[src/hw/rtl/gmd_ram.sv]
// Generic simple dual-port RAM with registered read.
module gmd_ram #(
	parameter int WIDTH = 8,
	parameter int DEPTH = 256
) (
	input  logic                     clk,
	input  logic                     we,
	input  logic [$clog2(DEPTH)-1:0] waddr,
	input  logic [WIDTH-1:0]         wdata,
	input  logic                     re,
	input  logic [$clog2(DEPTH)-1:0] raddr,
	output logic [WIDTH-1:0]         rdata
);

	logic [WIDTH-1:0] mem_q [DEPTH];

	always_ff @(posedge clk) begin
		if (we) begin
			mem_q[waddr] <= wdata;
		end
		if (re) begin
			rdata <= mem_q[raddr];
		end
	end

endmodule

[config.mk]
export PLATFORM = sky130hd
export DESIGN_NAME = gmd_ram
export DESIGN_NICKNAME = d
export VERILOG_FILES = /design/src/hw/rtl/gmd_ram.sv
export SDC_FILE = /design/constraint.sdc
export NUM_CORES = 2
export LEC_CHECK = 0
export BUFFER_PORTS_ARGS = -buffer_cell sky130_fd_sc_hd__buf_2
export CAP_MARGIN = 10
export CORE_MARGIN = 4
export CORE_UTILIZATION = 62
export DETAILED_ROUTE_END_ITERATION = 10
export PLACE_DENSITY = 0.78
export SLEW_MARGIN = 20
export SYNTH_ARGS = -nofsm -noshare
export SYNTH_HDL_FRONTEND = slang
export SYNTH_SLANG_ARGS = --single-unit
[constraint.sdc]
create_clock -name clk -period 3 [get_ports clk]
set_clock_uncertainty 0.15 [all_clocks]
set_input_delay 0.6 -clock clk [delete_from_list [all_inputs] [get_ports clk]]
set_output_delay 0.6 -clock clk [all_outputs]
set_load 0.005 [all_outputs]
Yosys cells after proc, flatten, opt, wreduce, memory -nomap -nowiden
Memories as Yosys holds them, arrays and structs flattened. A register that Yosys moved wholly into a read port is not among the register bits.
Index checks and enable logic that the tools add are counted.
Storage, ports and cells
  bits in registers: 0
  memory bits (writable): 2048
  bits of input ports: 27
  output and inout bits: 8
  word-level logic and storage cells: 3
  memories kept: 1
Operators by class
  multiplexer cells: 2
Memories
  mem_q: words 256, bits a word 8, read ports 1, clocked after Yosys merged registers in 1, write ports 1, RTL line 15  | logic [WIDTH-1:0] mem_q [DEPTH];
Operators by type and width (number)
  2-to-1 mux 1 bit: 2

Longest topological paths before layout
  depth after elaboration: 2
  gate-level depth with buffers: 11
  gate-level depth less buffers: 6

Worst setup path after synthesis
No wires, ideal clock.
  path kind: in2reg
  start point: input port raddr[0]
  end point: register rdata[2] (read register of mem_q) (data pin)
  setup time: 269 ps
  arrival time: 2407 ps
  required time: 2581 ps
  path slack: 174 ps
  stages on the path: 9
  buffers on the path: 4
  path through: buf_6 > buf_12 > buf_8 > buf_2 > mux4_2 > a22oi_1 > a21oi_1 > nor4_1 > nor4_2
RTL lines
  start: declaration: RTL line 11  | input logic [$clog2(DEPTH)-1:0] raddr,
  end: declaration: RTL line 12  | output logic [WIDTH-1:0] rdata

==> qor.csv <==
stage;metric;value;unit
timing;tightestPinTransition;0.903;ns
setup_path;slowest_stage;nor4_1;
cts;cts-buffers-inserted;193;
grt;globalRoute.busiestLayer;met2;
logic_synthesis;synth-async-reset-ratio;0;%
setup_path;timing.rr.end;rdata[7];
logic_synthesis;synth.lib_cells_used.distinct;54;
cts;root_cell_of_the_clock_tree;clkbuf_16;
die;die_span_in_x;366;µm
logic_synthesis;post_synth_top_area_share;77.5;%
place;post-place-cells;5889;
routing;drc_errors;0;
routing;number_of_nets_with_antenna_violations_after_detailed_routing;0;
cts;clock_sink_count;2056;
power_and_ir_drop;power.static_leakage;30.4;nW
logic_synthesis;synth-seq-area-share;77.5;%
logic_synthesis;syn_area;79600;µm²
power_and_ir_drop;overall_power_of_the_completed_layout;59.5;mW
place;buffer_ports.inserted;34;
logic_synthesis;netlist_top_cells_area;edfxtp_1 78%, mux4_2 13%, mux2i_1 1.7%, nor2_1 1.3%, a22oi_1 1.3%;
grt;global_route.overflow_total;0;
logic_synthesis;synth.most_common_cell;edfxtp_1;
timing;timing.final.crit_period;2.97;ns
setup_path;timing.critical_path.from_type;primary input;
logic_synthesis;ys_ff_latch;2056;
setup_path;timing.critical_path.required;3.41;ns
die;initial_utilization;62.5;%
setup_path;crit_path_max_incr_delay;0.57;ns
outcome;run_status;finished, final reports clean;
routing;routed-via-count;43300;
logic_synthesis;synthFlopType;edfxtp_1;
cts;cts-htree-levels;4;
timing;timing_max_transition_violations_final;0;
place;globalplace.congestion;0.891;
layout;final_layout_size_suffix_gt1_share;32.3;%
timing;fmax;337;MHz
grt;met3_track_utilization_from_global_routing;7.67;%
setup_path;timing.reg2reg.setup_slack;0.21;ns
timing;rsz0062_at_grt;false;
layout;stdcell_count;6254;
logic_synthesis;netlist_top_cells_count;2056 x edfxtp_1, 454 x mux4_2, 282 x nor2_1;
layout;syn2layout_area_growth;17.1;%
die;fp.dieArea;134000;µm²
grt;global_route_wire_length_before_repair;307;mm
logic_synthesis;post_synth_inst_count;3733;
setup_path;timing.critical_path.cells;buf_8, buf_12, or3b_2, buf_4, o22ai_1, o21ai_0, nand3_1, nor4_1, buf_4, nor4_1;
logic_synthesis;synth_edf_count;2056;
routing;routed_wire_length_per_instance;33.2;µm
timing;setup-violations-final;0;
routing;initial_drc_count;6902;
cts;clock_insertion_delay_at_the_later_pin_of_the_skew_report;0.85;ns
logic_synthesis;synthesis.nets;3760;
setup_path;worst-path-max-fanout;32;
hold_path;whs_endpoint;mem_q[86][1];
grt;grt_start_max_net_pins;92;
grt;gr-usage-all-layers;31.5;%
layout;post-route-util;73.1;%
die;std_cell_rows;131;
timing;relative_slew_margins;39.3;%
place;postPlaceCellArea;86900;µm²
logic_synthesis;yosys.area.top_type;edfxtp_1;
hold_path;min_path_type;primary input to flop;
power_and_ir_drop;power_density;638;nW/µm²
timing;fin_crit_sh;99.0;%
layout;finalInstanceArea;93200;µm²
cts;tritoncts;done;
setup_path;timing_worst_setup_path_type;primary input to flop;
setup_path;timing.rr.start;mem_q[218][7];
die;fp.dieH;366;µm
cts;ctsLongestPathBuffers;3;
place;dpl.hpwl;129;mm
logic_synthesis;synthesis.yosys.warnings;0;
hold_path;min-delay-start;wdata[1];
flow_run;drv.max_cap_violation_count;0;
routing;drt_pre_antenna_iters;6;
die;core_area;128000;µm²
grt;first_global_vias;44100;
setup_path;cp.arrival;3.38;ns
cts;cts_setup_buffers;0;
timing;finalHoldViolations;0;
setup_path;reg2regPathDepth;7;
routing;detail_route.vias_per_cell;6.92;
hold_path;holdPathStages;1;
layout;finish.net_count;4450;
cts;clk_pin_slew;0.06;ns
die;io_pins;35;
grt;antenna_violations_before_repair;8;
timing;totalNegativeSetupSlack;0;ns
logic_synthesis;mean_cell_area_of_the_mapped_netlist;21.3;µm²
grt;groute.layer.met2.usage;49.0;%
setup_path;critical_path.endpoint_type;flop;
routing;detail_route.wirelength;208;mm
power_and_ir_drop;worst_ir_drop_vdd;0.682;mV
grt;grt.met1_usage;43.6;%
layout;layout.filler_cells;6696;
==> layout by cell type (no fill, tap or decap), types with 49 or more instances in the layout <==
master	instances
a21oi_1	96
nor2_1	279
mux4_2	454
edfxtp_1	2056
buf_4	608
a22oi_1	133
buf_12	86
clkinv_1	49
clkbuf_16	193
mux2i_1	134
==> area by class of cell <==
| cell class | count | area, µm² | share of cell area (%) |
|---|---|---|---|
| timing repair buffer | 728 | 6550 | 7.03 |
| tap | 1662 | 2080 | 2.23 |
| sequential | 2056 | 61700 | 66.2 |
| inverter | 2 | 7.51 | 0.00805 |
| antenna | 6 | 15.0 | 0.0161 |
| multi-input combinational | 1442 | 16500 | 17.7 |
| clock buffer | 227 | 4960 | 5.32 |
| clock inverter | 131 | 1380 | 1.48 |
==> per-layer routing <==
| metal | vias up | wire length [µm] |
|---|---|---|
| met5 | - | 37 |
| li1 | 17100 | - |
| met2 | 3418 | 99600 |
| met1 | 22200 | 71600 |
| met4 | 6 | 10500 |
| met3 | 560 | 26100 |
==> through the flow <==
stage | worst slack [ns] | hold slack, ns
after floorplan | 0.174 | 0.549
after global placement | -0.910 | 0.908
after detailed placement | -0.799 | 0.900
after CTS | 0.0171 | 0.124
after global routing | 0.0479 | 0.156
final | 0.0301 | 0.183
==> repair_timing <==
action | in CTS | in global routing
hold buffers | 1 | 0
gates cloned | 0 | 0
hold endpoints to repair | 1 | 0
endpoints found under the setup margin | 1 | 1
resized for setup | 1 | 1
==> critical path, delay by kind of cell <==
| family | cells | cell delay (ns) |
|---|---|---|
| AOI/OAI and AO/OA | 2 | 0.50 |
| buffers and inverters | 4 | 1.03 |
| and+or+nand+nor | 4 | 1.20 |
==> flip-flops by register name, summed over array words and instances, names as in the netlist <==
| name | cells |
|---|---|
| mem_q | 2048 |
| rdata | 8 |
==> how the worst max path moves through the flow <==
stage,from,end,slack (ns),depth (start not counted)
2_1_floorplan,raddr[0],rdata[2],0.17,9
3_3_place_gp,raddr[0],rdata[4],-0.91,10
3_5_place_dp,raddr[0],rdata[0],-0.80,10
4_1_cts,mem_q[84][1],rdata[1],0.02,6
5_1_grt,raddr[1],rdata[4],0.05,10
6_report,raddr[1],rdata[4],0.03,10
==> power by group <==
part	leakage (nW)	switching, mW	internal (mW)
sequential	18.5	0.0511	31.7
combinational	8.86	2.02	1.35
clock	3.06	10.8	13.6
==> logic make-up after synthesis <==
group                  synth area share (%)
flip-flops                             77.5
AO/OA/AOI/OAI                          3.42
multiplexers                           14.6
buffers and inverters                  1.83
AND/OR/NAND/NOR                        2.63
(Power assumes the default switching activity.)
