## config.mk

```make
export PLATFORM = sky130hd
export DESIGN_NAME = gmd_nbr
export DESIGN_NICKNAME = d
export VERILOG_FILES = /design/src/hw/rtl/gmd_pkg.sv /design/src/hw/rtl/gmd_nbr.sv
export SDC_FILE = /design/constraint.sdc
export NUM_CORES = 1
export LEC_CHECK = 0
export BUFFER_PORTS_ARGS = -buffer_cell sky130_fd_sc_hd__buf_2
export CAP_MARGIN = 0
export CORE_MARGIN = 10
export CORE_UTILIZATION = 50
export DETAILED_ROUTE_END_ITERATION = 16
export PLACE_DENSITY_LB_ADDON = 0.15
export RECOVER_POWER = 50
export SYNTH_ARGS = -nofsm -noshare
export SYNTH_HDL_FRONTEND = slang
export SYNTH_SLANG_ARGS = --single-unit
```

## constraint.sdc

```tcl
create_clock -name vclk -period 2.8
set_input_delay 0.28 -clock vclk [all_inputs]
set_output_delay 0.28 -clock vclk [all_outputs]
set_load 0.02 [all_outputs]
```

## src/hw/rtl/gmd_pkg.sv

```systemverilog
// Shared types, constants and helper functions for the grid maze DFS path finder.
package gmd_pkg;

	localparam int MAX_ROWS   = 64;
	localparam int MAX_COLS   = 64;
	localparam int CELL_COUNT = MAX_ROWS * MAX_COLS;
	localparam int CELL_AW    = $clog2(CELL_COUNT);
	localparam int LEVEL_W    = 13;
	localparam int ROW_W      = 6;
	localparam int COL_W      = 6;
	localparam int CFG_W      = 7;
	localparam int CFG_IDX_W  = 3;
	localparam int RAND_W     = 16;
	localparam int ACT_W      = 3;
	localparam int REQ_W      = 2;
	localparam int SIDE_W     = 4;

	localparam logic [CFG_IDX_W-1:0] REG_NUM_ROWS  = 3'd0;
	localparam logic [CFG_IDX_W-1:0] REG_NUM_COLS  = 3'd1;
	localparam logic [CFG_IDX_W-1:0] REG_START_ROW = 3'd2;
	localparam logic [CFG_IDX_W-1:0] REG_START_COL = 3'd3;
	localparam logic [CFG_IDX_W-1:0] REG_END_ROW   = 3'd4;
	localparam logic [CFG_IDX_W-1:0] REG_END_COL   = 3'd5;

	localparam logic [REQ_W-1:0] REQ_LOAD  = 2'd0;
	localparam logic [REQ_W-1:0] REQ_START = 2'd1;
	localparam logic [REQ_W-1:0] REQ_STEP  = 2'd2;

	localparam logic [ACT_W-1:0] ACT_IDLE      = 3'd0;
	localparam logic [ACT_W-1:0] ACT_PUSH      = 3'd1;
	localparam logic [ACT_W-1:0] ACT_POP       = 3'd2;
	localparam logic [ACT_W-1:0] ACT_DONE      = 3'd3;
	localparam logic [ACT_W-1:0] ACT_EXHAUSTED = 3'd4;

	localparam logic [1:0] DIR_N = 2'd0;
	localparam logic [1:0] DIR_E = 2'd1;
	localparam logic [1:0] DIR_S = 2'd2;
	localparam logic [1:0] DIR_W = 2'd3;

	typedef struct packed {
		logic [ROW_W-1:0] row;
		logic [COL_W-1:0] col;
	} cell_t;

	localparam int CELL_W = $bits(cell_t);

	typedef struct packed {
		logic [REQ_W-1:0]  req_type;
		logic [ROW_W-1:0]  cell_row;
		logic [COL_W-1:0]  cell_col;
		logic [SIDE_W-1:0] open_sides;
		logic [RAND_W-1:0] rand_value;
	} in_word_t;

	typedef struct packed {
		logic [ACT_W-1:0]   action;
		logic [ROW_W-1:0]   top_row;
		logic [COL_W-1:0]   top_col;
		logic [LEVEL_W-1:0] stack_level;
	} out_word_t;

	typedef struct packed {
		logic [3:0]  ok;
		cell_t [3:0] pos;
	} nbr_t;

	typedef struct packed {
		logic       any;
		logic [1:0] dir;
	} pick_t;

	function automatic logic [CELL_AW-1:0] cell_idx(input cell_t c);
		return CELL_AW'(int'(c.row) * MAX_COLS + int'(c.col));
	endfunction

	function automatic logic [CFG_W-1:0] clamp_dim(input logic [CFG_W-1:0] v, input int lim);
		logic [CFG_W-1:0] r;
		if (v == '0) begin
			r = CFG_W'(1);
		end else if (int'(v) > lim) begin
			r = CFG_W'(lim);
		end else begin
			r = v;
		end
		return r;
	endfunction

	// base-4 digit sum, then fold twice (4 = 1 mod 3)
	function automatic logic [1:0] mod3_16(input logic [RAND_W-1:0] v);
		logic [4:0] s;
		logic [3:0] t;
		logic [2:0] u;
		s = '0;
		for (int i = 0; i < RAND_W / 2; i++) begin
			s = s + 5'(v[2*i +: 2]);
		end
		t = 4'(s[4:2]) + 4'(s[1:0]);
		u = 3'(t[3:2]) + 3'(t[1:0]);
		if (u >= 3'd3) begin
			u = u - 3'd3;
		end
		return u[1:0];
	endfunction

endpackage

```

## src/hw/rtl/gmd_nbr.sv

```systemverilog
// Neighbor cells of the stack top and whether each lies inside the grid in use.
module gmd_nbr (
	input  gmd_pkg::cell_t                top,
	input  logic [gmd_pkg::CFG_W-1:0]     rows,
	input  logic [gmd_pkg::CFG_W-1:0]     cols,
	output gmd_pkg::nbr_t                 nbr
);

	logic [gmd_pkg::CFG_W-1:0] r7;
	logic [gmd_pkg::CFG_W-1:0] c7;

	assign r7 = gmd_pkg::CFG_W'(top.row);
	assign c7 = gmd_pkg::CFG_W'(top.col);

	always_comb begin
		nbr.ok[gmd_pkg::DIR_N] = (top.row != '0) && ((r7 - 1'b1) < rows) && (c7 < cols);
		nbr.ok[gmd_pkg::DIR_E] = (r7 < rows) && ((c7 + 1'b1) < cols);
		nbr.ok[gmd_pkg::DIR_S] = ((r7 + 1'b1) < rows) && (c7 < cols);
		nbr.ok[gmd_pkg::DIR_W] = (r7 < rows) && (top.col != '0) && ((c7 - 1'b1) < cols);

		nbr.pos[gmd_pkg::DIR_N].row = top.row - 1'b1;
		nbr.pos[gmd_pkg::DIR_N].col = top.col;
		nbr.pos[gmd_pkg::DIR_E].row = top.row;
		nbr.pos[gmd_pkg::DIR_E].col = top.col + 1'b1;
		nbr.pos[gmd_pkg::DIR_S].row = top.row + 1'b1;
		nbr.pos[gmd_pkg::DIR_S].col = top.col;
		nbr.pos[gmd_pkg::DIR_W].row = top.row;
		nbr.pos[gmd_pkg::DIR_W].col = top.col - 1'b1;
	end

endmodule

```

# ---- Word-level counts from Yosys, hierarchy flattened
# Index checks and enable logic that the tools add are counted.
dict set report word_totals {
  rom_bits 0
  input_bits 26
  latch_bits 0
  ram_bits 0
  regBits 0
  memories 0
}
dict set report classes {
  n_mux 0
  multipliers 0
  reduce_logical 8
  n_eq_ne 0
  addsub 8
  n_div 0
  n_shift 0
  n_lt_le_gt_ge 6
  bitwise 0
}
# cell count
set op_table {}
lappend op_table {{less-than comparator 7 bit} 4}
lappend op_table {{adder 6 x 1 -> 7 bit, second input constant} 2}
lappend op_table {{less-than comparator 6 x 7 -> 1 bit} 2}
lappend op_table {{subtractor 6 x 1 -> 7 bit, second input constant} 2}
lappend op_table {{adder 6 x 1 -> 6 bit, second input constant} 2}
lappend op_table {{nonzero test 6 bit} 2}
lappend op_table {{subtractor 6 x 1 -> 6 bit, second input constant} 2}
lappend op_table {{logical AND 1 bit} 6}

# ---- Logic depth before layout (Yosys ltp)
dict set report depth {
  word_depth 4
  ltp_mapped 9
  ltp_nobuf 9
}

# ---- Worst setup path after synthesis
# Ideal clock, no wire load.
dict set report synth_path {
  path_kind {input port to output port}
  start {input top[2] (netlist bit)}
  end {output nbr[51] (netlist bit)}
  arrival_time_ns 2.590
  slack_ns -0.070
  cell_stages 9
  required_ns 2.520
  path_buffers 1
  cell_sequence {buf_6 > nor3_1 > nor3b_1 > xor2_1 > ha_1 > a21oi_1 > nand2_1 > a221o_1 > nor3_1}
}
# item line
set synth_rtl {}
lappend synth_rtl {{start: declaration} gmd_nbr.sv:3} ;# input gmd_pkg::cell_t top,
lappend synth_rtl {{end: declaration} gmd_nbr.sv:6} ;# output gmd_pkg::nbr_t nbr

==> flow_summary.rst <==
.. list-table::
   :header-rows: 1

   * - Metric
     - Value
   * - Setup violations, final
     - 0
   * - Number of maximum-capacitance violations
     - 0
   * - Wire length of the first global-routing pass
     - 6.48 mm
   * - Number of vias per cell after detailed routing
     - 5.50
   * - Share of the yosys chip area belonging to registers
     - 0%
   * - Setup TNS Final
     - 0 ps
   * - Die span in x
     - approximately 72 um
   * - Sequential Area
     - 0 um2
   * - PortBufs
     - 78
   * - Num sequential
     - 0
   * - Total I/O pin count
     - 78
   * - Final worst path period need
     - 2640 ps
   * - Worst hold path startpoint
     - top[7]
   * - Number of placement rows
     - 18
   * - Worst rel slew slack
     - 67.3%
   * - Setup repair after global routing missed its margin
     - false
   * - Syn. warnings
     - 0
   * - Number of nets still failing antenna checks after routing
     - 0
   * - First DRT Iteration DRCs
     - 100
   * - Synthesized instance count
     - 177
   * - CP Data Arrival Time
     - 2360 ps
   * - Worst vdd ir
     - 133 uV
   * - Outcome
     - complete, no violations
   * - Number of detailed-route iterations in the first pass
     - 6
   * - Filler cells
     - 264
   * - Total wire length after detailed routing
     - 4.09 mm
   * - Netlist area before placement
     - ~0.0014 mm2
   * - Die Span Y
     - 72.0 um
   * - Tcrit/Tclk final
     - 94.1%
   * - CTS resizes
     - 0
   * - Share of cells above drive strength 1
     - 26.5%
   * - WS Path Type
     - in -> out
   * - Leading cell types in the layout, fill and taps excluded
     - 55 x sky130_fd_sc_hd__buf_2, 40 x sky130_fd_sc_hd__ha_1, 23 x sky130_fd_sc_hd__clkbuf_1
   * - Total grt overflow
     - 0
   * - Number of antenna violations at the first check in global routing
     - 0
   * - P&R area growth vs syn
     - 14.4%
   * - Hold Fails Final Rpt
     - 0
   * - Synth unique cells
     - 23
   * - Power per cell area
     - approximately 220 mW/mm2
   * - Worst Path Required
     - 2520 ps
   * - Cts hold-fix bufs
     - 0
   * - DRC violation count after routing
     - 0
   * - Number of global-route vias before repair
     - 1,495
   * - Overall via count from detail_route
     - approximately 1,400
   * - Peak fanout along the critical path
     - 8
   * - Total count of max-transition violations in the final report
     - 0
   * - Initial core utilization
     - 53.7%
   * - Most frequent standard cell in the layout excluding fill and tap cells
     - sky130_fd_sc_hd__buf_2
   * - Max Fclk
     - 379 MHz
   * - Mean Syn Cell Area
     - 7.65 um2
   * - Final GP Congestion
     - 0.943
   * - Clock Buffer Count
     - 0
   * - Full die area
     - 0.00519 mm2
   * - Kind of capture point of the worst setup path
     - output port
   * - Type of the most critical hold path
     - in -> out
   * - Synthesized net count
     - ~240
   * - All-Layer GR Usage
     - 14.1%
   * - Post-CTS Repair Setup Buffers
     - 0
   * - CP Launch Point
     - top[7]
   * - Core area
     - 0.00252 mm2
   * - Post-Route Hold Slack
     - 890 ps
   * - Antenna diodes
     - 0
   * - Final net count
     - 294
   * - Slew of the pin with the lowest slew margin
     - 486 ps
   * - Leakage power figure
     - roughly 0.87 nW
   * - Wire length per cell after detailed routing
     - 16.0 um
   * - Number of cells on the worst hold path
     - 2
   * - Kind of launch point of the worst setup path
     - input pin
   * - Detail Placement HPWL
     - 3.70 mm
   * - Largest net degree at the start of global routing
     - 12
==> synthesized netlist by cell type <==
library cell               number  share of area [%]
sky130_fd_sc_hd__nand3_1       12                4.4
sky130_fd_sc_hd__nor4_1         2               0.92
sky130_fd_sc_hd__xnor2_1        8                5.2
sky130_fd_sc_hd__a221o_1        2                1.5
sky130_fd_sc_hd__nand2b_1       2               0.92
sky130_fd_sc_hd__ha_1          40                 37
sky130_fd_sc_hd__nor2_1         5                1.4
sky130_fd_sc_hd__and3_1         3                1.4
sky130_fd_sc_hd__nand2_1        7                1.9
sky130_fd_sc_hd__buf_4         26                 14
sky130_fd_sc_hd__nand4_1        8                3.7
sky130_fd_sc_hd__buf_2          3                1.1
sky130_fd_sc_hd__a21oi_1       14                5.2
sky130_fd_sc_hd__o32ai_1        2                1.3
sky130_fd_sc_hd__nor3_1         4                1.5
sky130_fd_sc_hd__and2_1         2               0.92
sky130_fd_sc_hd__and4bb_2       2                1.8
sky130_fd_sc_hd__a211oi_1       2                1.1
sky130_fd_sc_hd__nor3b_1        2                1.1
sky130_fd_sc_hd__a21o_1         4                2.2
sky130_fd_sc_hd__buf_6          1               0.83
sky130_fd_sc_hd__xor2_1         8                5.2
sky130_fd_sc_hd__inv_1         18                5.0
==> layout make-up <==
| class | instances | area, um2 | area share [%] |
|---|---|---|---|
| timing repair buffer | 79 | 369 | 23.8 |
| inverter | 18 | 67.6 | 4.36 |
| tap | 30 | 37.5 | 2.42 |
| multi-input combinational | 129 | 1070 | 69.4 |
==> report_power, final <==
| part | leakage (nW) | internal, mW | switching, mW | total [mW] |
|---|---|---|---|---|
| Clock | 0 | 0 | 0 | 0 |
| Sequential | 0 | 0 | 0 | 0 |
| Combinational | 0.871 | 0.121 | 0.212 | 0.333 |
==> metrics by stage <==
stage	setup slack, ps	cells	utilization (%)	area (um2)	power, mW
floorplan	91.4	177	-	1360	0.245
global placement	293	256	62.5	1580	0.330
detailed placement	202	256	62.5	1580	0.339
CTS	182	256	62.5	1580	0.341
global route	0.780	256	61.4	1550	0.369
finish	164	256	61.4	1550	0.333
==> cell families (layout without fill, tap and decap cells) <==
kind of cell,after synthesis,count (layout),synth area share [%]
xor+xnor,16,16,10.4
buf+inv,48,97,21.3
fa+ha+maj,40,40,37.0
simple gates,49,49,20.1
compound gates,24,24,11.3
==> final timing paths <==
kind | endpoint | slack [ps]
worst max-delay path | nbr[48] | 160
worst min-delay path | nbr[43] | 890
==> layer usage <==
metal | vias up | track usage (%) | wire, um
met4 | 0 | 2.80 | 46
met2 | 63 | 27.6 | 2120
met5 | - | 0 | 0
met1 | 638 | 14.1 | 1510
met3 | 6 | 4.49 | 416
li1 | 702 | - | -
==> critical path: stages <==
cell and delay [ps]:
sky130_fd_sc_hd__buf_2 150, sky130_fd_sc_hd__nor3_1 320, sky130_fd_sc_hd__nor3b_1 280, sky130_fd_sc_hd__xor2_1 250, sky130_fd_sc_hd__ha_1 300, sky130_fd_sc_hd__a21oi_1 130
sky130_fd_sc_hd__nand2_1 60, sky130_fd_sc_hd__a221o_1 300, sky130_fd_sc_hd__nor3_2 100, sky130_fd_sc_hd__buf_2 180
No activity file was read; power rests on OpenSTA's default activity.
