`config.mk`:
```
export PLATFORM = sky130hd
export DESIGN_NAME = gmd_pick
export DESIGN_NICKNAME = d
export VERILOG_FILES = /design/src/hw/rtl/gmd_pkg.sv /design/src/hw/rtl/gmd_pick.sv
export SDC_FILE = /design/constraint.sdc
export NUM_CORES = 1
export LEC_CHECK = 0
export BUFFER_PORTS_ARGS = -buffer_cell sky130_fd_sc_hd__buf_4
export CORE_AREA = 4 4 41 43
export DETAILED_ROUTE_END_ITERATION = 16
export DIE_AREA = 0 0 45 47
export GPL_TIMING_DRIVEN = 0
export PLACE_DENSITY = 0.43
export SYNTH_ARGS = -nofsm -noshare
export SYNTH_HDL_FRONTEND = slang
export SYNTH_SLANG_ARGS = --single-unit
```
`constraint.sdc`:
```
create_clock -name vclk -period 7.8
set_clock_uncertainty 0.1 [all_clocks]
set_input_delay 1.56 -clock vclk [all_inputs]
set_output_delay 1.56 -clock vclk [all_outputs]
set_load 0.01 [all_outputs]
```
`src/hw/rtl/gmd_pkg.sv`:
```
// Shared types, constants and helper functions for the grid maze DFS path finder.
package gmd_pkg;

	localparam int MAX_ROWS   = 64;
	localparam int MAX_COLS   = 64;
	localparam int CELL_COUNT = MAX_ROWS * MAX_COLS;
	localparam int CELL_AW    = $clog2(CELL_COUNT);
	localparam int LEVEL_W    = 13;
	localparam int ROW_W      = 6;
	localparam int COL_W      = 6;
	localparam int CFG_W      = 7;
	localparam int CFG_IDX_W  = 3;
	localparam int RAND_W     = 16;
	localparam int ACT_W      = 3;
	localparam int REQ_W      = 2;
	localparam int SIDE_W     = 4;

	localparam logic [CFG_IDX_W-1:0] REG_NUM_ROWS  = 3'd0;
	localparam logic [CFG_IDX_W-1:0] REG_NUM_COLS  = 3'd1;
	localparam logic [CFG_IDX_W-1:0] REG_START_ROW = 3'd2;
	localparam logic [CFG_IDX_W-1:0] REG_START_COL = 3'd3;
	localparam logic [CFG_IDX_W-1:0] REG_END_ROW   = 3'd4;
	localparam logic [CFG_IDX_W-1:0] REG_END_COL   = 3'd5;

	localparam logic [REQ_W-1:0] REQ_LOAD  = 2'd0;
	localparam logic [REQ_W-1:0] REQ_START = 2'd1;
	localparam logic [REQ_W-1:0] REQ_STEP  = 2'd2;

	localparam logic [ACT_W-1:0] ACT_IDLE      = 3'd0;
	localparam logic [ACT_W-1:0] ACT_PUSH      = 3'd1;
	localparam logic [ACT_W-1:0] ACT_POP       = 3'd2;
	localparam logic [ACT_W-1:0] ACT_DONE      = 3'd3;
	localparam logic [ACT_W-1:0] ACT_EXHAUSTED = 3'd4;

	localparam logic [1:0] DIR_N = 2'd0;
	localparam logic [1:0] DIR_E = 2'd1;
	localparam logic [1:0] DIR_S = 2'd2;
	localparam logic [1:0] DIR_W = 2'd3;

	typedef struct packed {
		logic [ROW_W-1:0] row;
		logic [COL_W-1:0] col;
	} cell_t;

	localparam int CELL_W = $bits(cell_t);

	typedef struct packed {
		logic [REQ_W-1:0]  req_type;
		logic [ROW_W-1:0]  cell_row;
		logic [COL_W-1:0]  cell_col;
		logic [SIDE_W-1:0] open_sides;
		logic [RAND_W-1:0] rand_value;
	} in_word_t;

	typedef struct packed {
		logic [ACT_W-1:0]   action;
		logic [ROW_W-1:0]   top_row;
		logic [COL_W-1:0]   top_col;
		logic [LEVEL_W-1:0] stack_level;
	} out_word_t;

	typedef struct packed {
		logic [3:0]  ok;
		cell_t [3:0] pos;
	} nbr_t;

	typedef struct packed {
		logic       any;
		logic [1:0] dir;
	} pick_t;

	function automatic logic [CELL_AW-1:0] cell_idx(input cell_t c);
		return CELL_AW'(int'(c.row) * MAX_COLS + int'(c.col));
	endfunction

	function automatic logic [CFG_W-1:0] clamp_dim(input logic [CFG_W-1:0] v, input int lim);
		logic [CFG_W-1:0] r;
		if (v == '0) begin
			r = CFG_W'(1);
		end else if (int'(v) > lim) begin
			r = CFG_W'(lim);
		end else begin
			r = v;
		end
		return r;
	endfunction

	// base-4 digit sum, then fold twice (4 = 1 mod 3)
	function automatic logic [1:0] mod3_16(input logic [RAND_W-1:0] v);
		logic [4:0] s;
		logic [3:0] t;
		logic [2:0] u;
		s = '0;
		for (int i = 0; i < RAND_W / 2; i++) begin
			s = s + 5'(v[2*i +: 2]);
		end
		t = 4'(s[4:2]) + 4'(s[1:0]);
		u = 3'(t[3:2]) + 3'(t[1:0]);
		if (u >= 3'd3) begin
			u = u - 3'd3;
		end
		return u[1:0];
	endfunction

endpackage

```
`src/hw/rtl/gmd_pick.sv`:
```
// Chooses the viable neighbor at position rand mod count, in N,E,S,W order.
module gmd_pick (
	input  logic [3:0]      cand,
	input  logic [1:0]      rnd_lo,
	input  logic [1:0]      rmod3,
	output gmd_pkg::pick_t  pick
);

	logic [2:0] n;
	logic [1:0] k;
	logic [1:0] seen;
	logic       found;

	assign n = 3'($countones(cand));

	always_comb begin
		case (n)
			3'd4: k = rnd_lo;
			3'd3: k = rmod3;
			3'd2: k = {1'b0, rnd_lo[0]};
			default: k = 2'd0;
		endcase
	end

	always_comb begin
		seen     = '0;
		found    = 1'b0;
		pick.any = |cand;
		pick.dir = gmd_pkg::DIR_N;
		for (int i = 0; i < 4; i++) begin
			if (cand[i] && !found) begin
				if (seen == k) begin
					pick.dir = 2'(i);
					found    = 1'b1;
				end
				seen = seen + 1'b1;
			end
		end
	end

endmodule

```
; After elaboration in Yosys (flattened, before gate mapping)
; Cells that the tools add are included.
[op_classes]
n_addsub = 5
eq_ne = 6
n_mux = 16
n_reduce_logical = 8
[ops]
columns = op, count
row1 = $mux 2, 6
row2 = $mux 1, 9
row3 = $eq 2x2->1, 3
row4 = $eq 3x2->1 const B, 2
row5 = $pmux 2 s3, 1
row6 = $add 1x1->2, 2
row7 = $add 2x1->2 const B, 2
row8 = $reduce_or 4->1, 1
row9 = $add 2x2->3, 1
row10 = $eq 3x3->1 const B, 1
row11 = $logic_and 1x1->1, 3
row12 = $logic_not 1->1, 3
row13 = $logic_not 2->1, 1
[word_totals]
register_bits = 0
input_bits = 8
output_inout_bits = 3

; Longest topological paths before layout
; Gate-level depths: netlist (run 1).
[depth]
depth_word = 16
depth_mapped = 15
ltp_nobuf = 14

; Least setup slack after synthesis (run 1)
; Ideal clock, no wire load.
[synth_timing]
path_type = input -> output
start = in cand[0]
end = out pick[1] (netlist name)
arrival_ps = 4988
required_time_ps = 6140
setup_slack_ps = 1152
stages = 15
path_cell_list = inv_1 fa_1 inv_1 ha_1 ha_1 nand4bb_1 and2_1 clkbuf_1 a31oi_1 ha_1 and3b_1 a22o_1 or2_0 or4_1 a21oi_1
[synth_rtl]
columns = element, line
row1 = from (decl), gmd_pick.sv:3  ; input logic [3:0] cand,
row2 = to (decl), gmd_pick.sv:6  ; output gmd_pkg::pick_t pick

==> results of run 1 <==
[worst paths after layout]
check	end	slack, ns	depth (start not counted)
max	pick[1]	0.76	17
min	pick[0]	3.35	4
[cells by family after synthesis]
family / after synthesis
fa+ha+maj: 6
buf+inv: 8
compound gates: 14
simple gates: 16
mux: 1
xor+xnor: 2
[routing by layer]
metal / up-vias / wire length [µm] / global-route usage (%)
li1: 196 / - / -
met1: 158 / 361 / 10.59
met2: 9 / 323 / 13.56
met3: 0 / 62 / 0.7663
met4: 0 / 0 / 0
met5: - / 0 / 0
[placed cells by master (no fill, tap or decap), types with 2 or more instances in the layout]
cell	n
inv_1	7
nand3_1	2
o22ai_1	2
ha_1	5
a21oi_1	3
nor2_1	2
buf_4	11
nand2_1	2
a211oi_1	2
[worst max-delay path: cells and delay by family]
family                   cells  cell delay [ns]
AND/OR/NAND/NOR              5             1.41
adder cells (fa/ha/maj)      4             1.31
AO/OA/AOI/OAI                3             0.55
buffers and inverters        5             0.54
[power groups by stage]
stage	Combinational, mW	Sequential, mW	Clock, mW
2_1_floorplan	0.0312	0	0
5_1_grt	0.0499	0	0
3_5_place_dp	0.0438	0	0
6_report	0.0436	0	0
3_3_place_gp	0.0441	0	0
4_1_cts	0.0441	0	0
[layout make-up]
| type | count | area share (%) |
|---|---|---|
| well taps | 15 | 4.202 |
| repair buffers | 11 | 18.49 |
| multi-input cells | 39 | 70.59 |
| inverters | 7 | 5.882 |
| plain buffers | 1 | 0.8403 |
==> results.cfg, run 1 <==
[yosys]
synthCells = 47
syn_area_per_cell_um2 = 7.347
synth_top_area_share_pct = 18.12
synthAdderAreaFrac_pct = 23.91
post-synth-top-area-cell = ha_1
synthMuxAreaShare_pct = 3.261
synth_nets = 61
yosys_warnings = 0
synth_top_family_by_area = simple AND/OR/NAND/NOR gates
ys_top_cells_by_area = ha_1, inv_1, fa_1
synth_cell_types = 30
synth.most_common_cell = inv_1
synth_compound_area_share_pct = 27.90
synthSimpleGateAreaFrac_pct = 31.16
netlist_top_cells_count = inv_1, ha_1, a21oi_1
synth-seq-area-share_pct = 0
synthesis.area_um2 = 345.3
synth-xor-area-share_pct = 5.072

[drt]
ant_nets = 0
route.detailed.drc = 0
first_pass_iters = 4
vias = 363
vias_per_cell = 4.973
wl_per_cell_um = 10.23
drt_iter0_drc = 6
routed_wl_um = 747

[setup_path]
worstPathRequired_ns = 6.14
critical_path.slowest_cell = fa_1
crit_arrival_ns = 5.38
crit_path_end_kind = output pin
worstSetupPathType = primary input to output pin
cpPeakStageDelay_ns = 0.55
cpMostUsedCell = ha_1
crit_start = cand[0]
startpoint_type = primary input
worstPathMaxFanout = 6
crit_chain = buf_4 > inv_1 > fa_1 > inv_1 > ha_1 > ha_1 > nand4bb_1 > and2_1 > clkbuf_1 > a31oi_1 > ha_1 > and3b_1 > a22o_1 > or2_0 > or4_1 > a21oi_1 > buf_4

[sta]
fin_ws_ns = 0.7594
fmax_mhz = 142.0
worst_pin_slew_ns = 0.3342
hold_viol = 0
slew-limit-headroom_pct = 77.72
drv_slew = 0
setup_viol = 0
timing.setup.tns_ns = 0
holdWs_ns = 3.352
final.period_utilization_pct = 90.26
fin_crit_ns = 7.041
rsz0062_at_grt = no

[pwr]
p_sw_share_pct = 50.14
p_leak_nw = 0.2101
p_comb_share_pct = 100.0
p_seq_share_pct = 0
ir_drop_mv = 0.03411
finalPower_mw = 0.04359
p_sw_mw = 0.02186
power.density_nw_per_um2 = 97.58
p_int_mw = 0.02173
p_clk_share_pct = 0

[floorplanning]
core_area_um2 = 1301
ioPinCount = 11
chipHeight_um = 47
start_util_pct = 26.54
dieArea_um2 = 2115
chipWidth_um = 45
rows = 13

[placed_design]
dp_slack_ns = 0.7771
dp_cells = 73
hpwl_um = 668.1
port-buffer-count = 11
place.gp.congestion = 0.7275
post_dp_cell_area_um2 = 446.7

[layout]
antennaDiodeCount = 0
final_util_pct = 34.33
stdcell_area_um2 = 446.7
area_delta_synth_final_pct = 29.35
fillers = 159
instances_no_fill = 73
multi_input_comb_area_um2 = 315.3
n_clock_buffer = 0
ff_latch_area_um2 = 0
fin_nets = 74
drive_gt1_share_pct = 22.41
seq_cell_count = 0

[clocking]
ctsResizeCount = 0
cts_setup_buffers = 0
cts_hold_buffers = 0

[global_routing]
grt_pass1_wl_um = 1297
antenna_found_initial = 0
grt_use_total_pct = 7.638
grt_max_degree = 7
grt_pass1_vias = 318
grt_overflow = 0

[outcome]
outcome = finished clean

[hold_path]
hp-class = primary input to output pin
min-delay-start = cand[1]

[job]
maxCapViolations = 0
Note: power is estimated with default switching activity, not from simulation.
==> run 2, diff against run 1 <==
--- a/config.mk
+++ b/config.mk
@@ -9,7 +9,7 @@
 export CORE_AREA = 4 4 41 43
 export DETAILED_ROUTE_END_ITERATION = 16
 export DIE_AREA = 0 0 45 47
-export GPL_TIMING_DRIVEN = 0
+export GPL_TIMING_DRIVEN = 1
 export PLACE_DENSITY = 0.43
 export SYNTH_ARGS = -nofsm -noshare
 export SYNTH_HDL_FRONTEND = slang
==> run 2 against run 1 <==
  * Global-route usage rose by 0.24 points
  * Hold slack got worse by 0.0047 ns
  * Combinational power fell by 0.9%
  * Design area fell by 0.84%
  * Die area did not move
  * Sequential share of layout area did not move
  * Critical endpoint unchanged
  * Critical path type unchanged
  * Highest routed layer unchanged
  * Critical path depth fell by 1
  * Worst setup slack improved by 0.088 ns
  * First-iteration DRC count fell by 17%
==> results.cfg, run 2 (synthesized netlist as in run 1, its figures left out) <==
[setup_path]
crit_arrival_ns = 5.29
startpoint_type = primary input
worstPathMaxFanout = 5
critical_path.slowest_cell = fa_1
crit_chain = buf_4 > inv_1 > fa_1 > inv_1 > ha_1 > ha_1 > xor2_1 > a21oi_1 > a31oi_1 > ha_1 > and3b_1 > a22o_1 > or2_0 > or4_1 > a21oi_1 > buf_4
critPathBufInv = 4
cpMostUsedCell = ha_1
cpPeakStageDelay_ns = 0.55
worstPathRequired_ns = 6.14
worstSetupPathType = primary input to output pin
crit_path_end_kind = output pin
critPathTopFamily = adder cells

[sta]
worst_pin_slew_ns = 0.3440
holdWs_ns = 3.348
drv_slew = 0
setup_viol = 0
fin_ws_ns = 0.8477
fin_crit_ns = 6.952
fmax_mhz = 143.8
hold_viol = 0
timing.setup.tns_ns = 0
rsz0062_at_grt = no
final.period_utilization_pct = 89.13
slew-limit-headroom_pct = 77.06

[pwr]
p_leak_nw = 0.2090
finalPower_mw = 0.04315
ir_drop_mv = 0.02784
power.density_nw_per_um2 = 97.43

[hold_path]
holdPathStages = 4
min_to = pick[0]
min-delay-start = cand[1]
hp-class = primary input to output pin

[global_routing]
antenna_found_initial = 0
grt_pass1_wl_um = 1331
grt_max_degree = 7
grt_use_total_pct = 7.874
grt_overflow = 0
grt_pass1_vias = 343

[drt]
met3_length_um = 61
drt_iter0_drc = 5
vias_per_cell = 4.903
wl_per_cell_um = 10.74
route.detailed.drc = 0
vias = 353
dr.max_layer_used = met3
first_pass_iters = 2
met1_length_um = 386
routed_wl_um = 773
wl_met2_um = 324
ant_nets = 0

[placed_design]
dp_slack_ns = 0.8277
place.gp.congestion = 0.7266
port-buffer-count = 11
hpwl_um = 672.5

[layout]
ff_latch_area_um2 = 0
area_delta_synth_final_pct = 28.26
n_clock_buffer = 0
drive_gt1_share_pct = 22.81
seq_cell_count = 0
antennaDiodeCount = 0
final_cell_mix = buf_4, inv_1, ha_1
final_util_pct = 34.04
fillers = 158
multi_input_comb_area_um2 = 315.3
layout_commonest_cell = buf_4
fin_nets = 73

[outcome]
outcome = finished clean

[floorplanning]
rows = 13
chipHeight_um = 47
core_area_um2 = 1301
ioPinCount = 11
start_util_pct = 26.54
chipWidth_um = 45
dieArea_um2 = 2115

[clocking]
ctsResizeCount = 0
cts_hold_buffers = 0
cts_setup_buffers = 0

[job]
maxCapViolations = 0
-- run 2: cell type report --
type	instances	area share [%]
Inverter	7	5.932
Multi-Input combinational cell	39	71.19
Tap cell	15	4.237
Timing Repair Buffer	11	18.64
-- run 2: report_power, final --
group,internal [mW],leakage (nW),switching [mW]
combinational,0.0215,0.209,0.0217
sequential,0,0,0
clock,0,0,0
total,0.0215,0.209,0.0217
-- run 2: worst max path at each step --
stage | startpoint | cells after the start | to
2_1_floorplan | cand[0] | 15 | pick[1]
3_3_place_gp | cand[0] | 16 | pick[1]
3_5_place_dp | cand[0] | 16 | pick[1]
4_1_cts | cand[0] | 16 | pick[1]
5_1_grt | cand[0] | 16 | pick[1]
6_report | cand[0] | 16 | pick[1]
-- run 2: worst min-delay path, cell delays in order --
cell and delay [ns]:
buf_4 0.09, nand3_1 0.06, o31ai_1 0.06, buf_4 0.12
-- run 2: routing by layer --
| metal | global-route usage, % | up-vias |
|---|---|---|
| met5 | 0 | - |
| met4 | 0 | 0 |
| met3 | 0.7663 | 0 |
| met2 | 14.41 | 9 |
| met1 | 10.59 | 149 |
| li1 | - | 195 |
-- run 2: metrics by stage --
step	cells	instance area [µm²]
after floorplan	47	345.3
after detailed placement	72	442.9
after global placement	72	442.9
after CTS	72	442.9
after global routing	72	442.9
final	72	442.9
==> run 3, diff against run 2 <==
--- a/config.mk
+++ b/config.mk
@@ -6,9 +6,9 @@
 export NUM_CORES = 1
 export LEC_CHECK = 0
 export BUFFER_PORTS_ARGS = -buffer_cell sky130_fd_sc_hd__buf_4
-export CORE_AREA = 4 4 41 43
+export CORE_AREA = 5 5 42 44
 export DETAILED_ROUTE_END_ITERATION = 16
-export DIE_AREA = 0 0 45 47
+export DIE_AREA = 0 0 47 49
 export GPL_TIMING_DRIVEN = 1
 export PLACE_DENSITY = 0.43
 export SYNTH_ARGS = -nofsm -noshare
==> run 3 against run 2 <==
  * Count of clock-buffer cells in the layout did not move
  * Maximum frequency decreased by 0.10%
  * Critical endpoint unchanged
  * Cell count grew 1.4%
  * Critical path type unchanged
==> results.cfg, run 3 (synthesized netlist as in run 1, its figures left out) <==
[global_routing]
antenna_found_initial = 0
grt_use_total_pct = 6.952
grt_pass1_vias = 323
grt_pass1_wl_um = 1304
grt_overflow = 0
grt_max_degree = 7

[clocking]
cts_setup_buffers = 0
cts_hold_buffers = 0
ctsResizeCount = 0

[setup_path]
cpMostUsedCell = ha_1
crit_chain = buf_4 > inv_1 > fa_1 > inv_1 > ha_1 > ha_1 > xor2_1 > a21oi_1 > a31oi_1 > ha_1 > and3b_1 > a22o_1 > or2_0 > or4_1 > a21oi_1 > buf_4
startpoint_type = primary input
crit_arrival_ns = 5.30
critPathTopFamily = adder cells
crit_path_end_kind = output pin
path_depth = 16
worstPathRequired_ns = 6.14
cpPeakStageDelay_ns = 0.54
worstPathMaxFanout = 5
critPathBufInv = 4
critical_path.slowest_cell = fa_1
crit_start = cand[0]
worstSetupPathType = primary input to output pin
cp-endpoint = pick[1]

[sta]
slew-limit-headroom_pct = 78.55
setup_viol = 0
timing.setup.tns_ns = 0
hold_viol = 0
fin_crit_ns = 6.960
fmax_mhz = 143.7
fin_ws_ns = 0.8404
rsz0062_at_grt = no
final.period_utilization_pct = 89.23
worst_pin_slew_ns = 0.3218
drv_slew = 0

[placed_design]
hpwl_um = 683.6
dp_cells = 73
dp_slack_ns = 0.8356
port-buffer-count = 11
place.gp.congestion = 0.7178

[layout]
multi_input_comb_area_um2 = 315.3
ff_latch_area_um2 = 0
layout_commonest_cell = buf_4
fin_nets = 73
instances_no_fill = 73
fillers = 177
area_delta_synth_final_pct = 28.62
n_clock_buffer = 0
antennaDiodeCount = 0
final_cell_mix = buf_4, inv_1, ha_1
drive_gt1_share_pct = 22.81
seq_cell_count = 0

[drt]
ant_nets = 0
drt_iter0_drc = 4
vias_per_cell = 4.795
vias = 350
wl_per_cell_um = 10.34
route.detailed.drc = 0
first_pass_iters = 2
routed_wl_um = 755

[floorplanning]
ioPinCount = 11
core_area_um2 = 1401
chipHeight_um = 49
rows = 14
chipWidth_um = 47
dieArea_um2 = 2303
start_util_pct = 24.64

[job]
maxCapViolations = 0

[pwr]
ir_drop_mv = 0.03352
finalPower_mw = 0.04324
p_leak_nw = 0.2090
power.density_nw_per_um2 = 97.34

[hold_path]
hp-class = primary input to output pin

[outcome]
outcome = finished clean
-- run 3: metrics by stage --
stage                     util, %  area (µm²)  hold slack (ns)
final                       31.70       444.2            3.349
after global routing        31.70       444.2            3.372
after CTS                   31.70       444.2            3.355
after detailed placement    31.70       444.2            3.355
after global placement      31.70       444.2            3.358
after floorplan                 -       345.3            3.147
-- run 3: cell type report --
class              count  area share [%]
multi-input cells     39           70.99
repair buffers        11           18.59
inverters              7           5.915
well taps             16           4.507
-- run 3: how the worst min path moves through the flow --
stage / depth (start not counted) / startpoint / end
final: 3 / cand[2] / pick[2]
after global routing: 3 / cand[2] / pick[2]
after CTS: 3 / cand[2] / pick[2]
after detailed placement: 3 / cand[2] / pick[2]
after global placement: 3 / cand[2] / pick[2]
after floorplan: 1 / cand[2] / pick[2]
-- run 3: where the power goes --
part           internal [mW]  switching [mW]
Sequential                 0               0
Clock                      0               0
Combinational         0.0214          0.0218
Total                 0.0214          0.0218
-- run 3: metal layers --
layer	up-vias	GRT usage, %	wire length, µm
li1	194	-	-
met1	150	10.68	393
met2	6	11.31	335
met3	0	0	26
met4	0	0	0
met5	-	0	0
-- run 3: worst min-delay path, cell delays in order --
cell and delay, ns:
buf_4 0.12, nand3b_1 0.10, buf_4 0.11
